--- src/hw/rtl/fltw_pkg.sv ---
// Shared types and constants for the four-level page table walker.
// No dependencies; imported by every walker module and the checker.
`default_nettype none

package fltw_pkg;

    localparam int unsigned ADDR_W      = 52;
    localparam int unsigned DATA_W      = 64;
    localparam int unsigned INDEX_W     = 9;
    localparam int unsigned IDX_BITS_W  = 36;
    localparam int unsigned CFG_IDX_W   = 8;

    localparam logic [CFG_IDX_W-1:0] CFG_IDX_ENABLE = 8'd0;
    localparam logic [CFG_IDX_W-1:0] CFG_IDX_ROOT   = 8'd1;

    localparam logic CMD_REQUEST = 1'b0;
    localparam logic CMD_ENTRY   = 1'b1;

    localparam logic KIND_READ  = 1'b0;
    localparam logic KIND_FINAL = 1'b1;

    localparam logic [1:0] LEVEL_TOP  = 2'd3;
    localparam logic [1:0] LEVEL_DIR  = 2'd2;
    localparam logic [1:0] LEVEL_MID  = 2'd1;
    localparam logic [1:0] LEVEL_LEAF = 2'd0;

    localparam int unsigned BIT_PRESENT = 0;
    localparam int unsigned BIT_LARGE   = 7;

    typedef enum logic [1:0] {
        ST_MAPPED     = 2'd0,
        ST_UNMAPPED   = 2'd1,
        ST_FAULT      = 2'd2,
        ST_UNEXPECTED = 2'd3
    } fltw_status_t;

    typedef struct packed {
        logic              cmd;
        logic [DATA_W-1:0] virt_addr;
        logic [DATA_W-1:0] pte;
    } fltw_item_t;

    typedef struct packed {
        logic              kind;
        logic [ADDR_W-1:0] read_addr;
        fltw_status_t      status;
        logic [ADDR_W-1:0] phys_addr;
    } fltw_result_t;

    typedef struct packed {
        logic              walker_enable;
        logic [ADDR_W-1:0] root_table_base;
    } fltw_cfg_t;

    function automatic logic [INDEX_W-1:0] level_index(
        input logic [IDX_BITS_W-1:0] bits,
        input logic [1:0]            level
    );
        logic [INDEX_W-1:0] idx;
        begin
            case (level)
                LEVEL_TOP: idx = bits[35:27];
                LEVEL_DIR: idx = bits[26:18];
                LEVEL_MID: idx = bits[17:9];
                default:   idx = bits[8:0];
            endcase
            return idx;
        end
    endfunction

endpackage

`default_nettype wire

--- src/hw/rtl/fltw_cfg_regs.sv ---
// Configuration registers of the walker: enable and root table base.
// Depends on fltw_pkg.
`default_nettype none

module fltw_cfg_regs
    import fltw_pkg::*;
(
    input  wire logic                 aclk,
    input  wire logic                 aresetn,
    input  wire logic                 cfg_valid,
    output logic                      cfg_ready,
    input  wire logic [CFG_IDX_W-1:0] cfg_index,
    input  wire logic [ADDR_W-1:0]    cfg_data,
    output fltw_cfg_t                 cfg
);

    logic              enable_reg;
    logic [ADDR_W-1:0] root_reg;

    assign cfg_ready = 1'b1;

    always_ff @(posedge aclk) begin
        if (!aresetn) begin
            enable_reg <= 1'b0;
            root_reg   <= '0;
        end else if (cfg_valid) begin
            unique case (cfg_index)
                CFG_IDX_ENABLE: enable_reg <= cfg_data[0];
                CFG_IDX_ROOT:   root_reg   <= cfg_data;
                default: ;
            endcase
        end
    end

    assign cfg.walker_enable   = enable_reg;
    assign cfg.root_table_base = root_reg;

endmodule

`default_nettype wire

--- src/hw/rtl/fltw_in_stage.sv ---
// Input register of the walker: holds one transfer until the walk step takes it.
// Depends on fltw_pkg.
`default_nettype none

module fltw_in_stage
    import fltw_pkg::*;
(
    input  wire logic       aclk,
    input  wire logic       aresetn,
    input  wire logic       s_valid,
    output logic            s_ready,
    input  wire fltw_item_t s_item,
    input  wire logic       advance,
    output logic            item_valid,
    output fltw_item_t      item
);

    logic       valid_reg;
    fltw_item_t item_reg;

    assign s_ready = !valid_reg || advance;

    always_ff @(posedge aclk) begin
        if (!aresetn) begin
            valid_reg <= 1'b0;
        end else if (s_ready) begin
            valid_reg <= s_valid;
        end
    end

    always_ff @(posedge aclk) begin
        if (s_valid && s_ready) begin
            item_reg <= s_item;
        end
    end

    assign item_valid = valid_reg;
    assign item       = item_reg;

endmodule

`default_nettype wire

--- src/hw/rtl/fltw_walk_core.sv ---
// Walk state and the single-pass step that turns one item into one result.
// Depends on fltw_pkg.
`default_nettype none

module fltw_walk_core
    import fltw_pkg::*;
(
    input  wire logic       aclk,
    input  wire logic       aresetn,
    input  wire fltw_cfg_t  cfg,
    input  wire fltw_item_t item,
    input  wire logic       advance,
    output fltw_result_t    result
);

    logic                  active_reg, active_next;
    logic [1:0]            level_reg, level_next;
    logic [IDX_BITS_W-1:0] index_reg, index_next;

    logic [DATA_W-1:0]     va;
    logic [DATA_W-1:0]     entry;
    logic                  addr_ok;
    logic [1:0]            level_dn;

    assign va       = item.virt_addr;
    assign entry    = item.pte;
    assign addr_ok  = (va[11:0] == 12'd0) && (va[63:48] == {16{va[47]}});
    assign level_dn = level_reg - 2'd1;

    always_comb begin
        active_next      = active_reg;
        level_next       = level_reg;
        index_next       = index_reg;
        result.kind      = KIND_FINAL;
        result.read_addr = '0;
        result.status    = ST_UNEXPECTED;
        result.phys_addr = '0;
        if (item.cmd == CMD_REQUEST) begin
            if (active_reg) begin
                result.status = ST_UNEXPECTED;
            end else if (!cfg.walker_enable || !addr_ok) begin
                result.status = ST_FAULT;
            end else begin
                index_next       = va[47:12];
                level_next       = LEVEL_TOP;
                active_next      = 1'b1;
                result.kind      = KIND_READ;
                result.status    = ST_MAPPED;
                result.read_addr = {cfg.root_table_base[51:12], va[47:39], 3'b000};
            end
        end else if (!active_reg) begin
            result.status = ST_UNEXPECTED;
        end else if (!entry[BIT_PRESENT]) begin
            active_next   = 1'b0;
            level_next    = LEVEL_TOP;
            result.status = (entry == '0) ? ST_UNMAPPED : ST_FAULT;
        end else if ((level_reg == LEVEL_DIR || level_reg == LEVEL_MID)
                     && entry[BIT_LARGE]) begin
            active_next   = 1'b0;
            level_next    = LEVEL_TOP;
            result.status = ST_FAULT;
        end else if (level_reg == LEVEL_LEAF) begin
            active_next      = 1'b0;
            level_next       = LEVEL_TOP;
            result.status    = ST_MAPPED;
            result.phys_addr = {entry[51:12], 12'd0};
        end else begin
            level_next       = level_dn;
            result.kind      = KIND_READ;
            result.status    = ST_MAPPED;
            result.read_addr = {entry[51:12], level_index(index_reg, level_dn), 3'b000};
        end
    end

    always_ff @(posedge aclk) begin
        if (!aresetn) begin
            active_reg <= 1'b0;
            level_reg  <= LEVEL_TOP;
            index_reg  <= '0;
        end else if (advance) begin
            active_reg <= active_next;
            level_reg  <= level_next;
            index_reg  <= index_next;
        end
    end

endmodule

`default_nettype wire

--- src/hw/rtl/fltw_out_stage.sv ---
// Result register of the walker: holds a result until the consumer takes the transfer.
// Depends on fltw_pkg.
`default_nettype none

module fltw_out_stage
    import fltw_pkg::*;
(
    input  wire logic         aclk,
    input  wire logic         aresetn,
    input  wire logic         item_valid,
    input  wire fltw_result_t result,
    output logic              advance,
    output logic              m_valid,
    input  wire logic         m_ready,
    output fltw_result_t      m_result
);

    logic         valid_reg;
    fltw_result_t result_reg;

    assign advance = item_valid && (!valid_reg || m_ready);

    always_ff @(posedge aclk) begin
        if (!aresetn) begin
            valid_reg <= 1'b0;
        end else if (!valid_reg || m_ready) begin
            valid_reg <= item_valid;
        end
    end

    always_ff @(posedge aclk) begin
        if (advance) begin
            result_reg <= result;
        end
    end

    assign m_valid  = valid_reg;
    assign m_result = result_reg;

endmodule

`default_nettype wire

--- src/hw/rtl/four_level_page_table_walker.sv ---
// Four-level page table walker, 4 KiB pages, 48-bit canonical virtual addresses.
// Each transfer (a translate request or a returned table entry) yields exactly one
// result: a table read request or a final status. One item is taken every cycle
// unless a full result register is not taken, which stalls the input. The input
// register feeds the result register through one combinational pass of the whole
// walk step. Configuration writes are always ready.
`default_nettype none

module four_level_page_table_walker
    import fltw_pkg::*;
(
    input  wire logic                 aclk,
    input  wire logic                 aresetn,
    input  wire logic                 cfg_valid,
    output logic                      cfg_ready,
    input  wire logic [CFG_IDX_W-1:0] cfg_index,
    input  wire logic [ADDR_W-1:0]    cfg_data,
    input  wire logic                 s_valid,
    output logic                      s_ready,
    input  wire logic                 s_cmd,
    input  wire logic [DATA_W-1:0]    s_virt_addr,
    input  wire logic [DATA_W-1:0]    s_pte,
    output logic                      m_valid,
    input  wire logic                 m_ready,
    output logic                      m_kind,
    output logic [ADDR_W-1:0]         m_read_addr,
    output logic [1:0]                m_status,
    output logic [ADDR_W-1:0]         m_phys_addr
);

    fltw_cfg_t    cfg;
    fltw_item_t   s_item;
    fltw_item_t   item;
    logic         item_valid;
    logic         advance;
    fltw_result_t result;
    fltw_result_t m_result;

    assign s_item.cmd       = s_cmd;
    assign s_item.virt_addr = s_virt_addr;
    assign s_item.pte       = s_pte;

    fltw_cfg_regs u_cfg (
        .aclk      (aclk),
        .aresetn   (aresetn),
        .cfg_valid (cfg_valid),
        .cfg_ready (cfg_ready),
        .cfg_index (cfg_index),
        .cfg_data  (cfg_data),
        .cfg       (cfg)
    );

    fltw_in_stage u_in (
        .aclk       (aclk),
        .aresetn    (aresetn),
        .s_valid    (s_valid),
        .s_ready    (s_ready),
        .s_item     (s_item),
        .advance    (advance),
        .item_valid (item_valid),
        .item       (item)
    );

    fltw_walk_core u_core (
        .aclk    (aclk),
        .aresetn (aresetn),
        .cfg     (cfg),
        .item    (item),
        .advance (advance),
        .result  (result)
    );

    fltw_out_stage u_out (
        .aclk       (aclk),
        .aresetn    (aresetn),
        .item_valid (item_valid),
        .result     (result),
        .advance    (advance),
        .m_valid    (m_valid),
        .m_ready    (m_ready),
        .m_result   (m_result)
    );

    assign m_kind      = m_result.kind;
    assign m_read_addr = m_result.read_addr;
    assign m_status    = m_result.status;
    assign m_phys_addr = m_result.phys_addr;

endmodule

`default_nettype wire

--- config.mk ---
export PLATFORM = sky130hd
export DESIGN_NAME = four_level_page_table_walker
export DESIGN_NICKNAME = d
export VERILOG_FILES = /design/src/hw/rtl/fltw_pkg.sv /design/src/hw/rtl/fltw_cfg_regs.sv /design/src/hw/rtl/fltw_in_stage.sv /design/src/hw/rtl/fltw_walk_core.sv /design/src/hw/rtl/fltw_out_stage.sv /design/src/hw/rtl/four_level_page_table_walker.sv
export SDC_FILE = /design/constraint.sdc
export NUM_CORES = 1
export LEC_CHECK = 0
export BUFFER_PORTS_ARGS = -buffer_cell sky130_fd_sc_hd__buf_2
export CAP_MARGIN = 25
export CORE_UTILIZATION = 40
export CTS_CLUSTER_SIZE = 8
export DETAILED_ROUTE_END_ITERATION = 16
export PLACE_DENSITY_LB_ADDON = 0.12
export REMOVE_ABC_BUFFERS = 1
export SLEW_MARGIN = 0
export SYNTH_ARGS = -nofsm -noshare
export SYNTH_HDL_FRONTEND = slang
export SYNTH_SLANG_ARGS = --single-unit
--- constraint.sdc ---
create_clock -name aclk -period 6.7 [get_ports aclk]
set_input_delay 1.675 -clock aclk [delete_from_list [all_inputs] [get_ports aclk]]
set_output_delay 1.675 -clock aclk [all_outputs]
set_load 0.02 [all_outputs]
; ---- Yosys cells after proc, flatten, opt, wreduce, memory -nomap -nowiden
; Index checks and enable logic that the tools add are counted.
[word_totals]
reg_bits = 330
elab_cells = 81
output_inout_bits = 110
inputBits = 194
[classes]
add_sub_neg = 1
bitwise_logic = 5
reduce_logical = 22
mux = 28
n_eq_ne = 10
[op_table]
columns = operator, count
row1 = $mux 53, 6
row2 = $logic_not 64->1, 1
row3 = $mux 55, 1
row4 = $pmux 9 s3, 1
row5 = $mux 2, 13
row6 = $eq 16x16->1, 1
row7 = $logic_not 12->1, 1
row8 = $eq 8x1->1 const B, 1
row9 = $logic_not 8->1, 1
row10 = $reduce_and 4->1, 2
row11 = $mux 1, 7
row12 = $eq 2x2->1 const B, 3
row13 = $not 1->1, 5
row14 = $reduce_or 5->1, 1
row15 = $eq 2x1->1 const B, 2
row16 = $logic_and 1x1->1, 4
row17 = $logic_not 1->1, 4
row18 = $logic_or 1x1->1, 4
row19 = $ne 2x2->1 const B, 2
row20 = $reduce_and 2->1, 2
row21 = $reduce_or 4->1, 1
row22 = $logic_not 2->1, 1
row23 = $ne 2x1->1 const B, 1
row24 = $sub 2x1->2 const B, 1

; ---- Depth between registers and ports, before layout
; Gate-level depths: netlist of run 1.
[logic_depth]
ltp_word = 8
depth_mapped = 8
ltp_nobuf = 7

; ---- Modules after synthesis
; Synthesis of run 1 repeated with hierarchy kept, for this count alone.
[hier_totals]
hier_cells = 885
area_unflattened_um2 = 12633.4
[by_module_without_submodules]
columns = module, instances, area_per_inst_um2, seq_area_each_um2, cells_per_inst
row1 = fltw_in_stage, 1, 3931.3, 3893.7, 134
row2 = fltw_out_stage, 1, 3260.6, 3233.1, 111
row3 = fltw_walk_core, 1, 3241.9, 780.7, 404
row4 = fltw_cfg_regs, 1, 2199.6, 1061.0, 236

; ---- Worst setup path after synthesis of run 1
; Ideal clock, no wire load.
[synth_path]
path_type = input port to flip-flop
start = input port m_ready
end = register u_in.item_reg, in the netlist u_in.item[0] (enable)
required_ns = 6.197
slack_ns = 1.255
path_buffers = 0
arrival_time_ns = 4.942
cell_stages = 3
setup_ns = 0.503
path_cell_list = nor2b_1 -> nand2_1 -> and2_1
[synth_between]
elab_chain_cells = 4
[synth_rtl]
columns = element, line_no
row1 = start: declaration, four_level_page_table_walker.sv:24  ; input wire logic m_ready,
row2 = $logic_or 1x1->1, fltw_out_stage.sv:21  ; assign advance = item_valid && (!valid_reg || m_ready);
row3 = $logic_and 1x1->1, fltw_out_stage.sv:21
row4 = $logic_or 1x1->1, fltw_in_stage.sv:21  ; assign s_ready = !valid_reg || advance;
row5 = via s_ready, four_level_page_table_walker.sv:19  ; output logic s_ready,
row6 = $logic_and 1x1->1, fltw_in_stage.sv:32  ; if (s_valid && s_ready) begin
row7 = end signal: assignment, fltw_in_stage.sv:33  ; item_reg <= s_item;
row8 = end: declaration, fltw_in_stage.sv:19  ; fltw_item_t item_reg;
; The timed path passes the listed nets, and every way through them passes these cells.
; A chain may end at the register's enable or synchronous reset.

; ---- Worst setup path in the final report of run 1
[layout_path]
start = input port m_ready
end = output port s_ready
[layout_between]
elab_chain_cells = 3
[layout_rtl]
columns = element, line_no
row1 = $logic_or 1x1->1, fltw_out_stage.sv:21
row2 = $logic_and 1x1->1, fltw_out_stage.sv:21
row3 = $logic_or 1x1->1, fltw_in_stage.sv:21
row4 = end: declaration, four_level_page_table_walker.sv:19
; Every way passes these cells.

==> results.sh, run 1 <==
export IMPL_slew_headroom_pct=39.1
export IMPL_gp_congestion=0.781
export IMPL_final_area_sq_mm=0.0144
export IMPL_cp_arrival_ps=2330
export IMPL_wirelength_mm=27.5
export IMPL_initial_utilization_pct=40.9
export IMPL_path_clk_slew_ps=50
export IMPL_avgSynthCellArea_sq_um=14.0
export IMPL_dp_cells=1422
export IMPL_synth_top_area_share_pct=57.9
export IMPL_cellLeakagePower_nw=5.30
export IMPL_clockRootBuffer="clkbuf_16"
export IMPL_outcome="completed"
export IMPL_vias_per_cell=5.04
export IMPL_stdcell_count=1503
export IMPL_cts_sinks=303
export IMPL_wire_per_inst_microns=18.3
export IMPL_drive_gt1_share_pct=33.5
export IMPL_fin_hold_ws_ps=452
export IMPL_fp_row_count=61
export IMPL_dieHeight_microns=171
export IMPL_post_cts_setup_buffers=0
export IMPL_path_cells="buf_2, nor2b_1, nand2_1, buf_2"
export IMPL_syn_area_sq_mm=0.0115
export IMPL_synth_cell_types=38
export IMPL_synth_seq_cells=303
export IMPL_drt_pass1_iterations=5
export IMPL_largest_reg_flops=129
export IMPL_criticalPathCategory="in -> out"
export IMPL_ys_seq_area_share_pct=72.2
export IMPL_worstMarginPinSlew_ps=913
export IMPL_crit_fanout=5
export IMPL_nets=1289
export IMPL_p_total_mw=4.28
export IMPL_period_needed_ps=4000
export IMPL_ant_nets=0
export IMPL_slowest_stage="nor2b_1"
export IMPL_pin_count=304
export IMPL_gr_total_overflow=0
export IMPL_period_share_pct=59.7
export IMPL_initialDrtViolationCount=455
export IMPL_hpwl_mm=17.3
export IMPL_area_delta_synth_final_pct=25.4
export IMPL_io_buffers=276
export IMPL_cap_violations=0
export IMPL_tritoncts="yes"
export IMPL_critPathTopFamily="simple AND/OR/NAND/NOR gates"
export IMPL_grt_pass1_vias=7457
export IMPL_final_common_cell="buf_2"
export IMPL_synth_area_leaders="edfxtp_1, dfxtp_1, a22o_1, a21oi_1, o31ai_2"
export IMPL_setup_worst_path_start_class="primary input"
export IMPL_setup_slack_ps=2700
export IMPL_clkLatencyLatePin_ps=520
export IMPL_yosysWarnings=0
export IMPL_fmax_ghz=0.250
export IMPL_fin_tns_setup_ps=0
export IMPL_core_sq_mm=0.0280
export IMPL_cts_buffer_depth=3
export IMPL_p_per_area_mw_per_mm2=298
export IMPL_vias=7569
export IMPL_critical_path_max_stage_delay_ps=260
export IMPL_cts_repair_resize_count=0
export IMPL_crit_buf_inv=2
export IMPL_grt_max_degree=78
export IMPL_placed_cell_area_sq_mm=0.0131
export IMPL_hold_buffers=0
export IMPL_fp_dieArea_sq_mm=0.0294
export IMPL_finalClockSkew_ps=14.1
export IMPL_h_tree_depth=2
export IMPL_rsz0062_at_grt="no"
export IMPL_die_w_microns=171
export IMPL_syn_inst=819
export IMPL_antenna_found_initial=5
export IMPL_grt_total_usage_pct=18.5
export IMPL_drc_errors=0
export IMPL_grt_first_pass_wirelength_mm=41.2
export IMPL_hold_path_class="reg -> reg"
export IMPL_nFillCells=2494
export IMPL_layout_common_cells="buf_2, edfxtp_1, nand2_1"
export IMPL_cp_end_kind="output pin"
export IMPL_cp_data_required_time_ps=5030
export IMPL_cp_common_cell="buf_2"
export IMPL_finalHoldViolCount=0
export IMPL_utilization_pct=51.3
export IMPL_peakVddDrop_v=0.000174
export IMPL_place_ws_ps=2680
export IMPL_numCtsBuffers=43
export IMPL_final_max_slew_viol_count=0
export IMPL_setup_violations=0
export IMPL_yosys_area_top_type="edfxtp_1"
-- area by class of cell --
cell class	count	area, sq um	share of cell area (%)
Timing Repair Buffer	288	1520	10.5
Antenna cell	3	7.51	0.0522
Inverter	7	28.8	0.200
Clock inverter	2	25.0	0.174
Tap cell	378	473	3.29
Sequential cell	303	8280	57.6
Multi-Input combinational cell	446	2830	19.7
Clock buffer	76	1220	8.49
-- path summary, 6_finish.rpt --
path | endpoint | depth (start not counted) | slack, ps | from
setup / recovery | s_ready | 4 | 2700 | m_ready
hold / removal | u_cfg.root_reg[32] | 2 | 450 | u_cfg.root_reg[32]
setup reg to reg | u_out.m_result[62] | 7 | 3640 | u_core.level_reg[0]
hold reg to reg | u_cfg.root_reg[32] | 2 | 450 | u_cfg.root_reg[32]
-- synth_stat cells (all sizes together) --
cell,count
nor4b,2
or2,1
dfxtp,82
nand2b,1
nand4,46
a222oi,9
nor2,12
conb,2
nand3,1
o31ai,36
mux2i,1
o41ai,1
buf,50
nand2,92
nor3b,1
edfxtp,221
o311ai,1
clkbuf,27
o21ai,13
a22o,49
ha,6
o221ai,1
nor4,23
o221a,1
nor3,5
and3,5
nor2b,2
and2,41
a21oi,77
a21boi,1
and4,1
a2bb2oi,1
inv,7
-- cells by family after synthesis --
family | after synthesis | synth area share (%)
AND/OR/NAND/NOR | 233 | 10.5
adder cells (fa/ha/maj) | 6 | 0.655
flip-flops | 303 | 72.2
other | 2 | 0.0655
AO/OA/AOI/OAI | 190 | 12.7
buffers and inverters | 84 | 3.89
multiplexers | 1 | 0.0873
-- power breakdown --
group	internal (mW)	leakage, nW	switching (mW)
combinational	0.0625	1.92	0.129
clock	1.22	0.591	0.749
sequential	2.09	2.79	0.0285
-- metal layers --
layer / track usage (%) / up-vias / wire length [microns]
li1: - / 3642 / -
met1: 23.3 / 3608 / 12000
met2: 31.2 / 263 / 13300
met3: 4.07 / 52 / 1620
met4: 6.72 / 4 / 587
met5: 0 / - / 25
-- worst register-to-register path: cells and delay by family (launching register included) --
family                   cells  cell delay, ps
buffers and inverters        2             610
AND/OR/NAND/NOR              2             880
flip-flops                   1             400
adder cells (fa/ha/maj)      1             330
AO/OA/AOI/OAI                2             680
Note: power is estimated with default switching activity, not from simulation.
==> run 2, diff against run 1 <==
Clock period 6.7 ns to 4.1 ns, I/O delays scaled along.
==> run 2 against run 1 <==
Net effect: non-clock buffer count increased by 1; clock skew up 2.4 ps; die area is the same; register-to-register slack worse by 2300 ps; utilization up 0.17 points; hold slack got worse by 0.67 ps; sequential share of layout area down 0.18 points; sequential power rose by 63%; cell count increased by 0.27%; critical endpoint is now u_out.m_result[62]; largest cell class unchanged; global-route usage up 0.46 points.
==> results.sh, run 2 (same netlist as run 1, synthesis figures left out) <==
export IMPL_grt_max_degree=67
export IMPL_numCtsBuffers=43
export IMPL_core_sq_mm=0.0280
export IMPL_cts_buffer_depth=3
export IMPL_path_clk_slew_ps=50
export IMPL_cap_violations=0
export IMPL_gp_congestion=0.756
export IMPL_finalClockSkew_ps=16.5
export IMPL_hold_buffers=0
export IMPL_final_max_slew_viol_count=0
export IMPL_wire_per_inst_microns=18.6
export IMPL_area_delta_synth_final_pct=25.8
export IMPL_outcome="completed"
export IMPL_fin_hold_ws_ps=451
export IMPL_rrSetupSlack_ps=1340
export IMPL_hold_path_class="reg -> reg"
export IMPL_hpwl_mm=17.3
export IMPL_cp_arrival_ps=3130
export IMPL_gr_total_overflow=0
export IMPL_setup_worst_path_start_class="register"
export IMPL_vias=7591
export IMPL_cellLeakagePower_nw=5.31
export IMPL_crit_fanout=26
export IMPL_cts_sinks=303
export IMPL_io_buffers=276
export IMPL_nets=1290
export IMPL_wirelength_mm=28.0
export IMPL_fp_dieArea_sq_mm=0.0294
export IMPL_cts_repair_resize_count=0
export IMPL_final_common_cell="buf_2"
export IMPL_antenna_found_initial=7
export IMPL_tritoncts="yes"
export IMPL_period_share_pct=67.3
export IMPL_cp_end_kind="register"
export IMPL_clockRootBuffer="clkbuf_16"
export IMPL_layout_common_cells="buf_2, edfxtp_1, nand2_1"
export IMPL_rsz0062_at_grt="no"
export IMPL_finalHoldViolCount=0
export IMPL_largest_reg_flops=129
export IMPL_pin_count=304
export IMPL_fmax_ghz=0.363
export IMPL_cp_data_required_time_ps=4480
export IMPL_fp_row_count=61
export IMPL_slew_headroom_pct=39.1
export IMPL_h_tree_depth=2
export IMPL_dieHeight_microns=171
export IMPL_vias_per_cell=5.04
export IMPL_criticalPathCategory="reg -> reg"
export IMPL_clkLatencyLatePin_ps=530
export IMPL_dp_cells=1423
export IMPL_period_needed_ps=2760
export IMPL_initialDrtViolationCount=576
export IMPL_worstMarginPinSlew_ps=914
export IMPL_setup_violations=0
export IMPL_drive_gt1_share_pct=33.5
export IMPL_grt_total_usage_pct=19.0
export IMPL_grt_first_pass_wirelength_mm=42.3
export IMPL_stdcell_count=1507
export IMPL_drt_pass1_iterations=5
export IMPL_peakVddDrop_v=0.000312
export IMPL_grt_pass1_vias=7406
export IMPL_die_w_microns=171
export IMPL_drc_errors=0
export IMPL_ant_nets=0
export IMPL_p_per_area_mw_per_mm2=488
export IMPL_initial_utilization_pct=40.9
export IMPL_post_cts_setup_buffers=0
[run 2: worst max-delay path, cell delays in order (launching register included)]
cell,delay [ps]
dfxtp_1,410
inv_1,110
ha_1,320
a21boi_0,350
nor2b_1,260
and3_2,650
buf_12,280
a22o_1,200
[run 2: through the flow]
stage               setup WS [ps]  power (mW)  setup TNS, ps  util (%)  cell area, sq um
finish                       1340        7.04              0      51.5             14400
detailed placement           1120        3.84              0      47.0             13200
global placement             1190        3.84              0      47.0             13200
CTS                          1300        7.13              0      51.5             14400
floorplan                    -695        3.65        -115970         -             11100
global route                 1110        7.29              0      51.5             14400
[run 2: area by class of cell]
class                   count  area [sq um]
repair buffers            289          1550
inverters                   7          28.8
fillers                  2476         13600
diodes                      5          12.5
well taps                 378           473
flip-flops and latches    303          8280
clock buffers              77          1220
multi-input cells         446          2830
clock inverters             2          25.0
[run 2: path summary, 6_finish.rpt]
path,end,start,cells after the start
max,u_out.m_result[62],u_core.level_reg[0],7
min,u_cfg.root_reg[31],u_cfg.root_reg[31],2
max reg2reg,u_out.m_result[62],u_core.level_reg[0],7
min reg2reg,u_cfg.root_reg[31],u_cfg.root_reg[31],2
[run 2: layer usage]
metal  track usage [%]  wire [microns]  up-vias
li1                  -               -     3648
met1              24.3           12000     3614
met2              31.1           13400      267
met3              4.81            1990       58
met4              6.64             571        4
met5                 0              23        -
[run 2: power breakdown]
| part | switching, mW | internal (mW) | leakage (nW) |
|---|---|---|---|
| clock | 1.26 | 2.00 | 0.593 |
| combinational | 0.212 | 0.106 | 1.93 |
| sequential | 0.0469 | 3.41 | 2.79 |
| total | 1.52 | 5.52 | 5.31 |
